`src/design/gils_pkg.sv`:
```
// shared constants, types and helpers for the graph incidence list store
`timescale 1ns / 1ps

package gils_pkg;

  // sizing of the store
  localparam int NUM_VERTICES = 64;
  localparam int MAX_DEGREE   = 16;

  // fixed field widths
  localparam int CMD_W     = 2;
  localparam int VTX_W     = 6;
  localparam int WGT_W     = 16;
  localparam int IDX_W     = 4;
  localparam int STATUS_W  = 2;
  localparam int DEG_OUT_W = 5;

  // derived widths
  localparam int DEG_W   = $clog2(MAX_DEGREE + 1);
  localparam int VTX_AW  = $clog2(NUM_VERTICES);
  localparam int SLOT_W  = $clog2(MAX_DEGREE);
  localparam int SLOT_AW = $clog2(NUM_VERTICES * MAX_DEGREE);
  localparam int SLOT_DW = VTX_W + WGT_W;

  typedef enum logic [CMD_W-1:0] {
    CMD_CLEAR  = 2'd0,
    CMD_INSERT = 2'd1,
    CMD_QUERY  = 2'd2
  } cmd_e;

  typedef enum logic [STATUS_W-1:0] {
    ST_OK   = 2'd0,
    ST_FULL = 2'd1,
    ST_MISS = 2'd2
  } status_e;

  // which vertex drives the degree memory read port
  typedef enum logic [1:0] {
    RD_SEL_A,
    RD_SEL_B,
    RD_SEL_Q
  } rd_sel_e;

  // controller to datapath
  typedef struct packed {
    logic    latch;
    rd_sel_e rd_sel;
    logic    cap_a;
    logic    ins_check;
    logic    ins_second;
    logic    q_check;
    logic    finish;
  } gils_ctrl_t;

  // datapath to controller
  typedef struct packed {
    logic ins_ok;
  } gils_stat_t;

  // flat slot address of a vertex's slot
  function automatic logic [SLOT_AW-1:0] slot_addr(input logic [VTX_W-1:0] vtx,
                                                   input logic [SLOT_W-1:0] slot);
    slot_addr = SLOT_AW'(int'(vtx) * MAX_DEGREE + int'(slot));
  endfunction

endpackage

```
`src/design/gils_ctrl.sv`:
```
// sequencing state machine for the incidence list store
`timescale 1ns / 1ps

module gils_ctrl (
  input  logic                      clk_i,
  input  logic                      rst_ni,
  input  logic                      start_i,
  input  logic [gils_pkg::CMD_W-1:0] cmd_i,
  input  gils_pkg::gils_stat_t      stat_i,
  output gils_pkg::gils_ctrl_t      ctrl_o,
  output logic                      busy_o,
  output logic                      done_o
);

  import gils_pkg::*;

  typedef enum logic [2:0] {
    S_IDLE,
    S_RD_A,
    S_RD_B,
    S_CHECK,
    S_WR_B,
    S_RD_Q,
    S_Q_CHECK,
    S_FINISH
  } state_e;

  state_e state_q;
  logic   done_q;

  // command decode per state
  always_comb begin
    ctrl_o = '0;
    ctrl_o.rd_sel = RD_SEL_Q;
    case (state_q)
      S_IDLE:    ctrl_o.latch = start_i;
      S_RD_A:    ctrl_o.rd_sel = RD_SEL_A;
      S_RD_B: begin
        ctrl_o.rd_sel = RD_SEL_B;
        ctrl_o.cap_a  = 1'b1;
      end
      S_CHECK:   ctrl_o.ins_check = 1'b1;
      S_WR_B:    ctrl_o.ins_second = 1'b1;
      S_RD_Q:    ctrl_o.rd_sel = RD_SEL_Q;
      S_Q_CHECK: ctrl_o.q_check = 1'b1;
      S_FINISH:  ctrl_o.finish = 1'b1;
      default:   ctrl_o = '0;
    endcase
  end

  // state and result strobe
  always_ff @(posedge clk_i or negedge rst_ni) begin
    if (!rst_ni) begin
      state_q <= S_IDLE;
      done_q  <= 1'b0;
    end else begin
      done_q <= 1'b0;
      case (state_q)
        S_IDLE: begin
          if (start_i) begin
            case (cmd_i)
              CMD_INSERT: state_q <= S_RD_A;
              CMD_QUERY:  state_q <= S_RD_Q;
              default:    state_q <= S_FINISH;
            endcase
          end
        end
        S_RD_A:    state_q <= S_RD_B;
        S_RD_B:    state_q <= S_CHECK;
        S_CHECK:   state_q <= stat_i.ins_ok ? S_WR_B : S_FINISH;
        S_WR_B:    state_q <= S_FINISH;
        S_RD_Q:    state_q <= S_Q_CHECK;
        S_Q_CHECK: state_q <= S_FINISH;
        S_FINISH: begin
          done_q  <= 1'b1;
          state_q <= S_IDLE;
        end
        default:   state_q <= S_IDLE;
      endcase
    end
  end

  assign busy_o = (state_q != S_IDLE);
  assign done_o = done_q;

endmodule

```
`config.mk`:
```
export PLATFORM = sky130hd
export DESIGN_NAME = gils_ctrl
export DESIGN_NICKNAME = d
export VERILOG_FILES = /design/src/design/gils_pkg.sv /design/src/design/gils_ctrl.sv
export SDC_FILE = /design/constraint.sdc
export NUM_CORES = 1
export LEC_CHECK = 0
export BUFFER_PORTS_ARGS = -buffer_cell sky130_fd_sc_hd__buf_2
export CAP_MARGIN = 40
export CORE_AREA = 8 8 45 47
export CTS_CLUSTER_DIAMETER = 30
export DETAILED_ROUTE_END_ITERATION = 7
export DIE_AREA = 0 0 53 55
export PLACE_DENSITY = 0.43
export SLEW_MARGIN = 15
export SYNTH_ARGS = -nofsm -noshare
export SYNTH_HDL_FRONTEND = slang
export SYNTH_SLANG_ARGS = --single-unit
```
`constraint.sdc`:
```
create_clock -name clk_i -period 2.95 [get_ports clk_i]
set_input_delay 0.59 -clock clk_i [delete_from_list [all_inputs] [get_ports clk_i]]
set_output_delay 0.59 -clock clk_i [all_outputs]
set_load 0.01 [all_outputs]
```
After elaboration in Yosys (flattened, before gate mapping)

Cells that the tools add are included.

Equal/unequal tests: 10
Muxes and demuxes: 11
Reductions and logical operators: 3

Operators by type and width:

| cell                                                            | count |
|---|---|
| 3-bit one-hot mux with 7 select lines                           | 1 |
| 3-bit == test, second input constant                            | 4 |
| 3-bit by 2-bit == test with 1-bit output, second input constant | 2 |
| 1-bit two-way mux                                               | 6 |
| 3-bit one-hot mux with 2 select lines                           | 1 |
| 2-bit one-hot mux with 2 select lines                           | 1 |
| 3-bit by 1-bit == test with 1-bit output, second input constant | 1 |
| 3-bit logical NOT                                               | 1 |
| 3-bit two-way mux                                               | 1 |
| 3-bit nonzero test                                              | 1 |
| 2-bit by 1-bit == test with 1-bit output, second input constant | 1 |
| 2-bit == test, second input constant                            | 1 |
| 2-bit two-way mux                                               | 1 |
| 2-bit inequality test, second input constant                    | 1 |
| 2-bit OR reduction                                              | 1 |

Register bits: 4
Input port bits: 6
Output and inout bits: 10
Word-level logic and storage cells: 26

Depth between registers and ports, before layout

Word-level depth: 4
Gate-level depth with buffers: 4
Gate-level depth less buffers: 4

Least setup slack after synthesis

OpenSTA, ideal clock, no wires.

Kind: reg2out
Start: reg state_q[2]
End: out ctrl_o[5] in the netlist's numbering
Data arrival time: 1.124 ns
Required time: 2.360 ns
Slack: 1.236 ns
Stages on the path, launching flop included: 4
Path buffers: 2
Cells stage by stage: dfrtp_1 clkbuf_1 nor3b_1 buf_4

RTL lines:

| element                | line            | text |
|---|---|---|
| from (decl)            | gils_ctrl.sv:28 | `state_e state_q;` |
| from (signal assigned) | gils_ctrl.sv:70 | `S_CHECK: state_q <= stat_i.ins_ok ? S_WR_B : S_FINISH;` |
| to (decl)              | gils_ctrl.sv:10 | `output gils_pkg::gils_ctrl_t ctrl_o,` |

==> key figures <==
Status
  • Status: complete, no violations

Critical path
  • Critical Path Max Stage Delay: 0.48 ns
  • Worst Path Required: 2.36 ns
  • R2R cell count: 2
  • Critical path depth: 3
  • Crit path launch type: flip-flop
  • Crit-path cells: nor3_1 > and2_1 > buf_2
  • Worst setup EP type: primary output
  • Crit path kind: reg2out
  • WP data arrival: 1.33 ns
  • CP delay by family, top: simple AND/OR/NAND/NOR gates
  • Crit-path slowest cell: dfrtp_1
  • Worst Path Max Fanout: 11
  • WP buf/inv: 1

Finish
  • Share of cells above drive strength 1: 0.4545
  • Post-layout nets: 53
  • Design area: 362.8 um2
  • Finished Layout Cells: 60
  • Final core occ: 0.2622
  • Diodes inserted: 0
  • Area grow syn2layout: 33.03%

CTS
  • Clk pin slew, worst setup/hold paths: 0.04 ns
  • Setup repair bufs after CTS: 0
  • Total CTS buffers: 3
  • Clock Sinks: 4
  • H-tree depth: 1
  • CTS Buffer Depth: 2
  • Post-CTS sizing: 0
  • Hold Buf Count CTS: 0
  • CTS tree: done
  • CTS root buffer: clkbuf_4
  • Later-pin clock latency in the skew report: 0.23 ns

Synthesis
  • Sequential area share after synthesis: 0.3670
  • Synth Area in XOR/XNOR: 0.03211
  • Simple-gate portion of the synthesized area: 0.2936
  • Mux contribution to synthesized area: 0
  • Cell Area, Synth: 272.8 um2
  • Post-synth EDFFs: 0
  • Yosys warnings: 0
  • Cell count after synthesis: 30
  • Synth Area in Compound Gates: 0.1330
  • Unique cell type count in the Yosys netlist: 22
  • Asr flop ratio synth: 1.000
  • Mapped Avg Cell Area: 9.092 um2
  • Adder-cell share of the synthesized area: 0.04587
  • Yosys reg bits: 4
  • Syn Nets: 37
  • Prevailing post-synth register cell: dfrtp_1
  • Largest family of logic cells by synthesized area: simple AND/OR/NAND/NOR gates

Power and ir drop
  • Comb power frac: 0.471
  • Leakage: 0.1892 nW
  • Sequential power share: 0.354
  • Net Sw Frac: 0.4286
  • Int Pwr: 218.3 uW
  • Pwr per Cell Area: 1053 nW/um2
  • Pwr Total: 382.1 uW
  • Max IR drop VDD: 0.4925 mV
  • Clock share of power: 0.174
  • Sw Pwr: 163.8 uW

STA
  • Max-slew violations: 0
  • Final setup margin: 1.025 ns
  • Fmax: 519.5 MHz
  • Worst-Margin Slew: 0.3208 ns
  • Min cycle time layout: 1.925 ns
  • Final setup TNS: 0 ns
  • Hold Fails Final Rpt: 0
  • RSZ-0062 raised after global routing: no
  • Final setup skew: 0.001973 ns
  • Period Utilization, post-route: 0.6525
  • Final hold slack: 0.1520 ns
  • Slew margin rel.: 0.7862
  • Final setup violating endpoints: 0

Job
  • Max-cap violations: 0

Global routing
  • First-pass GRT wire length: 959 um
  • Vias in the first global route: 265
  • Tot GR Track Use: 0.04882
  • Initial antenna violation count: 0
  • Pin count of the biggest net entering global routing: 12
  • Grt total ovfl: 0

Detailed routing
  • TritonRoute pass-1 iters: 2
  • WL final: 642 um
  • Final antenna-violating net count: 0
  • Residual DRC: 0
  • Routed len/inst: 10.70 um
  • Avg Vias per Cell: 4.150
  • Iter 0 DRT Violations: 2
  • Via count: 249

Placement
  • Inst Count DP: 57
  • Post-DP HPWL: 506.1 um
  • GP Congestion: 0.6687
  • Post-DP Area: 340.3 um2
  • Port Buffers: 15
  • Placement Setup Slack: 1.266 ns

Die
  • Die width: 53 um
  • Die area: 2915 um2
  • Core area: 1384 um2
  • Chip Height: 55 um
  • Starting density of the core: 0.1971
  • Io pins: 16
  • Row count: 14

Hold path
  • Worst Hold Class: in2async
Yosys cell counts, types with 2 or more instances:
cell type / count / share of area
nor2_1: 3 / 0.041
inv_1: 2 / 0.028
nor3b_1: 2 / 0.055
nand2_1: 2 / 0.028
dfrtp_1: 4 / 0.37
per-layer routing:
layer	vias up	wire (um)	global-route usage
met2	11	295	0.06641
met4	0	0	0.05172
li1	129	-	-
met1	109	300	0.04455
met3	0	47	0.03743
met5	-	0	0
registers in the layout, indices dropped and copies added, names as in the netlist:
| name | count |
|---|---|
| state_q | 3 |
| done_o | 1 |
placed cells by master (no fill, tap or decap):
cell / Yosys / final
nor3_1: 1 / 1
dfrtp_1: 4 / 4
o21ai_2: 1 / 1
nand2b_1: 1 / 1
clkbuf_4: 0 / 3
or4b_4: 1 / 1
o2bb2ai_1: 1 / 1
ha_1: 1 / 1
and2_1: 1 / 1
and3b_1: 1 / 1
inv_1: 2 / 2
and3_1: 1 / 1
nor2_1: 3 / 3
o21ai_0: 1 / 1
a21oi_1: 1 / 1
buf_2: 1 / 15
xor2_1: 1 / 1
a2bb2oi_1: 1 / 1
nand2_1: 2 / 2
nor3b_1: 2 / 2
power by group through the flow:
stage | Combinational, mW | Sequential (mW) | Clock, mW
after floorplan | 0.178 | 0.0928 | 0
after global placement | 0.187 | 0.135 | 0
after detailed placement | 0.183 | 0.136 | 0
after CTS | 0.185 | 0.135 | 0.0708
after global routing | 0.201 | 0.142 | 0.0787
final | 0.180 | 0.135 | 0.0666
layout make-up:
type / instances / area [um2]
inverters: 2 / 7.507
repair buffers: 15 / 75.07
flip-flops and latches: 4 / 100.1
clock buffers: 3 / 22.52
well taps: 16 / 20.02
fillers: 167 / 1021
multi-input cells: 20 / 137.6
cells by family (layout without fill, tap and decap cells):
kind of cell | after synthesis | after routing
AOI/OAI and AO/OA | 5 | 5
xor gates and xnor gates | 1 | 1
buffers and inverters | 6 | 20
adders and majority gates | 1 | 1
DFF | 4 | 4
and+or+nand+nor | 13 | 13
worst paths after layout:
path / startpoint / end / slack, ns
setup / recovery: state_q[0] / ctrl_o[7] / 1.03
hold / removal: rst_ni / done_o / 0.15
setup reg to reg: state_q[0] / state_q[2] / 1.77
hold reg to reg: state_q[0] / state_q[0] / 0.67
max in group asynchronous: rst_ni / state_q[0] / 2.68
min in group clk_i: start_i / state_q[1] / 0.65
Power figures use the tool's default switching activity.
